[src/hw/rtl/ptmu_pkg.sv]
package ptmu_pkg;

    localparam int ENTRIES_PER_TABLE = 512;
    localparam int IDX_W             = 9;
    localparam int PAGE_SHIFT        = 12;
    localparam int FLAG_W            = 12;
    localparam int ROOT_W            = 4;
    localparam int VA_W              = 48;
    localparam int PA_W              = 52;
    localparam int BASE_W            = 52;
    localparam int FRAME_W           = PA_W - PAGE_SHIFT;
    localparam int VPN_W             = VA_W - PAGE_SHIFT;
    localparam int ENTRY_W           = PA_W;
    localparam int STATUS_W          = 3;
    localparam int LEAF_W            = 53;
    localparam int IN_TDATA_W        = 120;
    localparam int OUT_TDATA_W       = 56;

    localparam logic KIND_MAP   = 1'b0;
    localparam logic KIND_UNMAP = 1'b1;

    typedef enum logic [STATUS_W-1:0] {
        STATUS_OK      = 3'd0,
        STATUS_NO_ROOT = 3'd1,
        STATUS_NO_L3   = 3'd2,
        STATUS_NO_L2   = 3'd3,
        STATUS_NO_L1   = 3'd4
    } ptmu_status_t;

    typedef enum logic [2:0] {
        S_CLEAR,
        S_IDLE,
        S_READ,
        S_EVAL,
        S_LEAF,
        S_DONE
    } ptmu_state_t;

    typedef struct packed {
        logic              kind;
        logic [ROOT_W-1:0] root_table;
        logic [VA_W-1:0]   virt_addr;
        logic [PA_W-1:0]   phys_addr;
        logic [FLAG_W-1:0] page_flags;
    } ptmu_req_t;

    typedef struct packed {
        ptmu_status_t      status;
        logic [LEAF_W-1:0] leaf_entry;
    } ptmu_result_t;

endpackage

[src/hw/rtl/ptmu_walk.sv]
module ptmu_walk import ptmu_pkg::*; #(
    parameter int NUM_TABLES = 16,
    localparam int TW = $clog2(NUM_TABLES),
    localparam int AW = TW + IDX_W,
    localparam int NW = $clog2(NUM_TABLES + 1)
) (
    input  logic               aclk,
    input  logic               aresetn,
    input  logic [FRAME_W-1:0] base_frame,
    input  logic               req_valid,
    output logic               req_ready,
    input  ptmu_req_t          req,
    output logic               ram_we,
    output logic [AW-1:0]      ram_waddr,
    output logic [ENTRY_W-1:0] ram_wdata,
    output logic               ram_re,
    output logic [AW-1:0]      ram_raddr,
    input  logic [ENTRY_W-1:0] ram_rdata,
    output logic               res_valid,
    input  logic               res_ready,
    output ptmu_result_t       res
);

    localparam int CW = (NW > ROOT_W) ? NW : ROOT_W;
    localparam logic [AW-1:0] CLR_LAST = AW'(NUM_TABLES * ENTRIES_PER_TABLE - 1);
    localparam logic [NW-1:0] NFT_MAX  = NW'(NUM_TABLES);

    ptmu_state_t        state_reg, state_next;
    logic [1:0]         lvl_reg, lvl_next;
    logic [TW-1:0]      tbl_reg, tbl_next;
    logic               unmap_reg, unmap_next;
    logic [VPN_W-1:0]   vpn_reg, vpn_next;
    logic [FRAME_W-1:0] frame_reg, frame_next;
    logic [FLAG_W-1:0]  flags_reg, flags_next;
    logic [NW-1:0]      nft_reg, nft_next;
    logic [AW-1:0]      clr_reg, clr_next;
    ptmu_result_t       res_reg, res_next;

    logic [IDX_W-1:0]   cur_idx;
    logic [AW-1:0]      cur_addr;
    logic [FRAME_W-1:0] link_off;
    logic [FLAG_W-1:0]  flags_p;
    logic               advance;
    logic               fail;
    ptmu_status_t       lvl_status;

    always_comb begin
        case (lvl_reg)
            2'd0:    cur_idx = vpn_reg[4*IDX_W-1:3*IDX_W];
            2'd1:    cur_idx = vpn_reg[3*IDX_W-1:2*IDX_W];
            2'd2:    cur_idx = vpn_reg[2*IDX_W-1:IDX_W];
            default: cur_idx = vpn_reg[IDX_W-1:0];
        endcase
        case (lvl_reg)
            2'd0:    lvl_status = STATUS_NO_L3;
            2'd1:    lvl_status = STATUS_NO_L2;
            default: lvl_status = STATUS_NO_L1;
        endcase
    end

    assign cur_addr = {tbl_reg, cur_idx};
    assign link_off = ram_rdata[ENTRY_W-1:PAGE_SHIFT] - base_frame;
    assign flags_p  = {flags_reg[FLAG_W-1:1], 1'b1};

    always_ff @(posedge aclk) begin
        if (!aresetn) begin
            state_reg <= S_CLEAR;
            nft_reg   <= NW'(1);
            clr_reg   <= '0;
        end else begin
            state_reg <= state_next;
            nft_reg   <= nft_next;
            clr_reg   <= clr_next;
        end
    end

    always_ff @(posedge aclk) begin
        lvl_reg   <= lvl_next;
        tbl_reg   <= tbl_next;
        unmap_reg <= unmap_next;
        vpn_reg   <= vpn_next;
        frame_reg <= frame_next;
        flags_reg <= flags_next;
        res_reg   <= res_next;
    end

    always_comb begin
        state_next = state_reg;
        lvl_next   = lvl_reg;
        tbl_next   = tbl_reg;
        unmap_next = unmap_reg;
        vpn_next   = vpn_reg;
        frame_next = frame_reg;
        flags_next = flags_reg;
        nft_next   = nft_reg;
        clr_next   = clr_reg;
        res_next   = res_reg;
        ram_we     = 1'b0;
        ram_waddr  = cur_addr;
        ram_wdata  = '0;
        ram_re     = 1'b0;
        ram_raddr  = cur_addr;
        req_ready  = 1'b0;
        res_valid  = 1'b0;
        advance    = 1'b0;
        fail       = 1'b0;

        unique case (state_reg)
            S_CLEAR: begin
                ram_we    = 1'b1;
                ram_waddr = clr_reg;
                clr_next  = clr_reg + AW'(1);
                if (clr_reg == CLR_LAST) begin
                    state_next = S_IDLE;
                end
            end
            S_IDLE: begin
                req_ready = 1'b1;
                if (req_valid) begin
                    unmap_next = (req.kind == KIND_UNMAP);
                    vpn_next   = req.virt_addr[VA_W-1:PAGE_SHIFT];
                    frame_next = req.phys_addr[PA_W-1:PAGE_SHIFT];
                    flags_next = req.page_flags;
                    tbl_next   = TW'(req.root_table);
                    lvl_next   = 2'd0;
                    if (CW'(req.root_table) < CW'(nft_reg)) begin
                        state_next = S_READ;
                    end else begin
                        res_next   = '{status: STATUS_NO_ROOT, leaf_entry: '0};
                        state_next = S_DONE;
                    end
                end
            end
            S_READ: begin
                ram_re     = 1'b1;
                state_next = S_EVAL;
            end
            S_EVAL: begin
                if (ram_rdata[0]) begin
                    if (link_off < FRAME_W'(nft_reg)) begin
                        tbl_next = link_off[TW-1:0];
                        advance  = 1'b1;
                    end else begin
                        fail = 1'b1;
                    end
                end else if (!unmap_reg && (nft_reg < NFT_MAX)) begin
                    ram_we    = 1'b1;
                    ram_wdata = {base_frame + FRAME_W'(nft_reg), flags_p};
                    tbl_next  = nft_reg[TW-1:0];
                    nft_next  = nft_reg + NW'(1);
                    advance   = 1'b1;
                end else begin
                    fail = 1'b1;
                end
                if (advance) begin
                    lvl_next = lvl_reg + 2'd1;
                    if (lvl_reg == 2'd2) begin
                        state_next = S_LEAF;
                    end else begin
                        state_next = S_READ;
                    end
                end
                if (fail) begin
                    res_next   = '{status: lvl_status, leaf_entry: '0};
                    state_next = S_DONE;
                end
            end
            S_LEAF: begin
                ram_we = 1'b1;
                if (unmap_reg) begin
                    ram_wdata = '0;
                    res_next  = '{status: STATUS_OK, leaf_entry: '0};
                end else begin
                    ram_wdata = {frame_reg, flags_p};
                    res_next  = '{status: STATUS_OK,
                                  leaf_entry: {1'b0, frame_reg, flags_p}};
                end
                state_next = S_DONE;
            end
            S_DONE: begin
                res_valid = 1'b1;
                if (res_ready) begin
                    state_next = S_IDLE;
                end
            end
            default: begin
                state_next = S_IDLE;
            end
        endcase
    end

    assign res = res_reg;

endmodule

[config.mk]
export PLATFORM = sky130hd
export DESIGN_NAME = ptmu_walk
export DESIGN_NICKNAME = d
export VERILOG_FILES = /design/src/hw/rtl/ptmu_pkg.sv /design/src/hw/rtl/ptmu_walk.sv
export SDC_FILE = /design/constraint.sdc
export NUM_CORES = 1
export LEC_CHECK = 0
export ABC_AREA = 0
export BUFFER_PORTS_ARGS = -buffer_cell sky130_fd_sc_hd__buf_4
export CORE_MARGIN = 2
export CORE_UTILIZATION = 47
export CTS_CLUSTER_DIAMETER = 80
export DETAILED_ROUTE_END_ITERATION = 6
export PLACE_DENSITY = 0.78
export SYNTH_ARGS = -nofsm -noshare
export SYNTH_HDL_FRONTEND = slang
export SYNTH_SLANG_ARGS = --single-unit
[constraint.sdc]
create_clock -name aclk -period 7.6 [get_ports aclk]
set_clock_uncertainty 0.05 [all_clocks]
set_input_delay 1.9 -clock aclk [delete_from_list [all_inputs] [get_ports aclk]]
set_output_delay 1.9 -clock aclk [all_outputs]
set_load 0.02 [all_outputs]
* Word level (Yosys, flattened, before mapping) *
Cells that the tools add are included.

operators by class
  eq/ne operators = 17
  bitwise logic cells = 1
  multiplexer cells = 41
  order comparisons = 3
  reduce and logical (&&, ||, !) cells = 13
  add/sub/neg operators = 5

operator list
  kind                   number
  $mux 52                4
  $mux 56                3
  $pmux 56 s3            1
  $pmux 52 s2            1
  $add 40x5->40          1
  $lt 40x5->1            1
  $sub 40x40->40         1
  $pmux 9 s3             1
  $mux 3                 7
  $pmux 3 s6             1
  $mux 4                 4
  $add 13x1->13 const B  1
  $eq 13x13->1 const B   1
  $mux 13                1
  $mux 1                 12
  $ne 2x2->1 const B     6
  $reduce_and 4->1       3
  $ne 3x3->1 const B     3
  $pmux 4 s2             1
  $eq 3x2->1 const B     2
  $eq 3x3->1 const B     2
  $pmux 3 s2             1
  $reduce_and 3->1       2
  $add 5x1->5 const B    1
  other kinds (18)       19

word-level totals
  input bits = 213
  register bits = 172
  output and inout bits = 138
  word-level logic and storage cells = 91

* Logic depth before layout (Yosys ltp) *
  word-level depth = 8
  gate-level depth with buffers = 19
  gate-level depth less buffers = 19

* Worst setup path before layout *
Ideal clock, no wire load.

  path kind = input to register
  from = in base_frame[25]
  to = reg res_reg (netlist bit res[0]) (enable)
  cell stages on the path = 14
  buffers on the path = 1
  arrival time = 6.997 ns
  path slack = 0.071 ns
  setup time = 0.483 ns
  required time = 7.067 ns
  cells stage by stage = inv_1 > ha_1 > clkbuf_1 > a21oi_1 > o21ai_0 > o22ai_1 > o211ai_1 > o21ai_1 > mux2_2 > a2111oi_0 > a2111oi_0 > nand4_1 > o31ai_1 > o211ai_1

on the way
  cells in the longest elaborated chain, start to end = 7

RTL lines
  element                     line              RTL
  start, declared             ptmu_walk.sv:9    input logic [FRAME_W-1:0] base_frame,
  $sub 40x40->40              ptmu_walk.sv:62   assign link_off = ram_rdata[ENTRY_W-1:PAGE_SHIFT] - base_frame;
  $lt 40x5->1                 ptmu_walk.sv:140  if (link_off < FRAME_W'(nft_reg)) begin
  $mux 1                      ptmu_walk.sv:140
  $mux 1                      ptmu_walk.sv:139  if (ram_rdata[0]) begin
  $mux 1                      ptmu_walk.sv:108  unique case (state_reg)
  $ne 2x2->1 (no line)        n/a
  $reduce_and 4->1 (no line)  n/a
  end signal, assigned        ptmu_walk.sv:84   res_reg <= res_next;
  end, declared               ptmu_walk.sv:37   ptmu_result_t res_reg, res_next;

Every way passes these cells. The select of a mux whose other input is x is not followed.
A chain may end at the register's enable or synchronous reset.

* Worst setup path after layout *
  from = in base_frame[0]
  to = out ram_wdata[46]

on the way
  cells in the longest elaborated chain, start to end = 4

RTL lines
  element        line              RTL
  $add 40x5->40  ptmu_walk.sv:148  ram_wdata = {base_frame + FRAME_W'(nft_reg), flags_p};
  $mux 52        ptmu_walk.sv:146  end else if (!unmap_reg && (nft_reg < NFT_MAX)) begin
  $mux 52        ptmu_walk.sv:139
  $pmux 52 s2    ptmu_walk.sv:108
  end, declared  ptmu_walk.sv:15   output logic [ENTRY_W-1:0] ram_wdata,

Every way passes these cells.

==> results.ini <==
[min_path]
worstHoldPathType=flip-flop to flip-flop

[pwr]
p_int_uw=1630
p_per_area_nw_per_um2=164
pwr-share-comb=0.177
ir_worst_vdd_mv=0.168
p_sw_frac=0.286
p_sw_uw=653
pwr-share-seq=0.443
p_leak_uw=0.00599
p_clk_frac=0.381

[die]
core_area_um2=22400
num_io_pins=351
row_count=55
dieArea_um2=23900
dieWidth_um=155
initial_utilization=0.476
fp.dieH_um=155

[global_routing]
antenna_found_initial=0
grt_max_degree=65
overflow=0
grt_usage=0.274
grt_pass1_vias=9122
grt_pass1_wl_um=50700

[clock_tree]
tritoncts=yes
cts_sinks=170
cts_buffer_depth=2
post_cts_buffers=0
path_clk_slew_ns=0.07
cts_root_buffer=clkbuf_16
clock_tree.htree_level_count=4
ctsResizeCount=0
clock_latency_ns=0.43
cts_buffers=17
cts_hold_buf=0

[synthesis]
synth_flop_cell=edfxtp_1
synth_edf_count=149
synth_seq_cells=170
ys_warn_count=0
synth_cells=1054
synth_nets=1326
async_flop_share=0
syn-cell-area_um2=10700
avgSynthCellArea_um2=10.1
synth-seq-area-share=0.459
synth_cell_types=75

[setup_path]
crit_slowest_cell=fa_1
worstSetupPathType=input pin to primary output
worst_path_most_repeated_cell=nor2b_1
cp_cell_sequence=buf_4 > ha_1 > fa_1 > a21o_1 > a21oi_1 > nor2b_1 > o211ai_1 > nor3_1 > and2_1 > nor2b_1 > nand4_1 > nor2b_1 > xnor2_1 > a21o_1 > buf_4
worst_setup_path_end_kind=primary output
cp_slowest_stage_delay_ns=0.40
startpoint_type=input pin
critPathMaxFanout=4
crit_arrival_ns=4.92
critPathRequiredTime_ns=5.65

[timing]
hold_ws_ns=0.497
max_slew.worst_pin.slew_ns=0.828
finalSetupViolCount=0
drv_slew=0
setup-tns-final_ns=0
maxSlewHeadroom=0.448
min_period_ns=6.87
fin_crit_sh=0.904
rsz0062_at_grt=no
fmax_mhz=146
worst_slack_ns=0.733
final-hold-violation-count=0

[final_layout]
final_layout_size_suffix_gt1_frac=0.292
mostFrequentLayoutCell=buf_4
layout_common_cells=320 x buf_4, 149 x edfxtp_1, 69 x inv_1
largest_reg_flops=55
fin_nets=1621
finalCoreUtilization=0.619
fin_area_um2=13900
diodes=0
fillers=1849
area_growth_pct=30.1

[drt]
drt-initial-drc-count=782
wl_per_cell_um=20.3
drcViolationCount=0
drt_wl_total_um=33400
vias_per_cell=5.68
dr.pass1.iters=7
ant_nets=0
vias=9363

[place]
post_dp_cell_area_um2=13300
place.gp.congestion=0.993
dpl.hpwl_um=26400
portBuffers=313
place_ws_ns=0.734

[outcome]
status=finished, final reports clean

[run]
drv_cap=0

power by group through the flow:
| stage | sequential, uW | clock, uW | combinational [uW] |
|---|---|---|---|
| 2_1_floorplan | 1030 | 0 | 238 |
| 3_3_place_gp | 1030 | 0 | 388 |
| 3_5_place_dp | 1030 | 0 | 394 |
| 4_1_cts | 1010 | 881 | 397 |
| 5_1_grt | 1010 | 913 | 437 |
| 6_report | 1010 | 869 | 403 |
layout make-up:
type                       instances  area, um^2  share of cell area
clock buffer                      17         425              0.0306
timing repair buffer             321        2420               0.174
multi-input combinational        770        5350               0.386
tap                              285         357              0.0257
inverter                          69         259              0.0187
clock inverter                    15         175              0.0126
sequential                       170        4890               0.352
layer usage:
layer | routed length (um) | up-vias | global-route usage
met5 | 0 | - | 0
met3 | 2530 | 38 | 0.0684
met2 | 16500 | 400 | 0.476
met4 | 681 | 0 | 0.0732
met1 | 13700 | 4473 | 0.342
li1 | - | 4452 | -
final timing paths:
path                                     from            end  slack, ns  cells past startpoint
worst max-delay path            base_frame[0]  ram_wdata[46]       0.73                     15
worst min register to register  frame_reg[11]        res[23]       0.50                      1
worst min-delay path            frame_reg[11]        res[23]       0.50                      1
worst max register to register     nft_reg[1]        res[22]       3.96                     14
cell families (layout without fill, tap and decap cells):
family	Yosys count	in the layout	share of synthesized area
flip-flops	170	170	0.459
adder cells (fa/ha/maj)	59	59	0.0706
AND/OR/NAND/NOR	354	354	0.173
other	1	1	0.000351
buffers and inverters	114	422	0.0420
XOR/XNOR	63	63	0.0517
AO/OA/AOI/OAI	262	262	0.173
multiplexers	31	31	0.0307
critical path: cells and delay by family:
kind            cells  cell delay [ns]
buf+inv             2             0.26
compound gates      4             0.93
fa+ha+maj           2             0.61
simple gates        6             0.91
xor+xnor            1             0.30
per-stage QoR:
step	power [uW]	instances
final	2280	1647
after global routing	2360	1647
after detailed placement	1430	1615
after floorplan	1270	1054
after global placement	1420	1615
after CTS	2290	1647
cells in the mapped netlist (8+ instances only):
cell type,instances,area (um^2)
edfxtp_1,149,4470
nor3_1,25,125
xor2_1,8,70.1
a21oi_1,50,250
a31oi_1,10,62.6
mux2i_1,17,170
nor2b_1,21,131
o21a_1,14,105
dfxtp_1,21,420
clkbuf_1,36,135
a21o_1,60,450
and2_1,69,432
inv_1,69,259
o21ai_0,35,175
nand3_1,24,120
nor2_1,66,248
mux2_2,14,158
ha_1,57,713
nand2b_1,10,62.6
o211ai_1,10,75.1
nand2_1,68,255
xnor2_1,55,482
and3_1,11,68.8
or3_1,11,68.8
a222oi_1,9,90.1
nand4_1,31,194
Note: power is estimated with default switching activity, not from simulation.
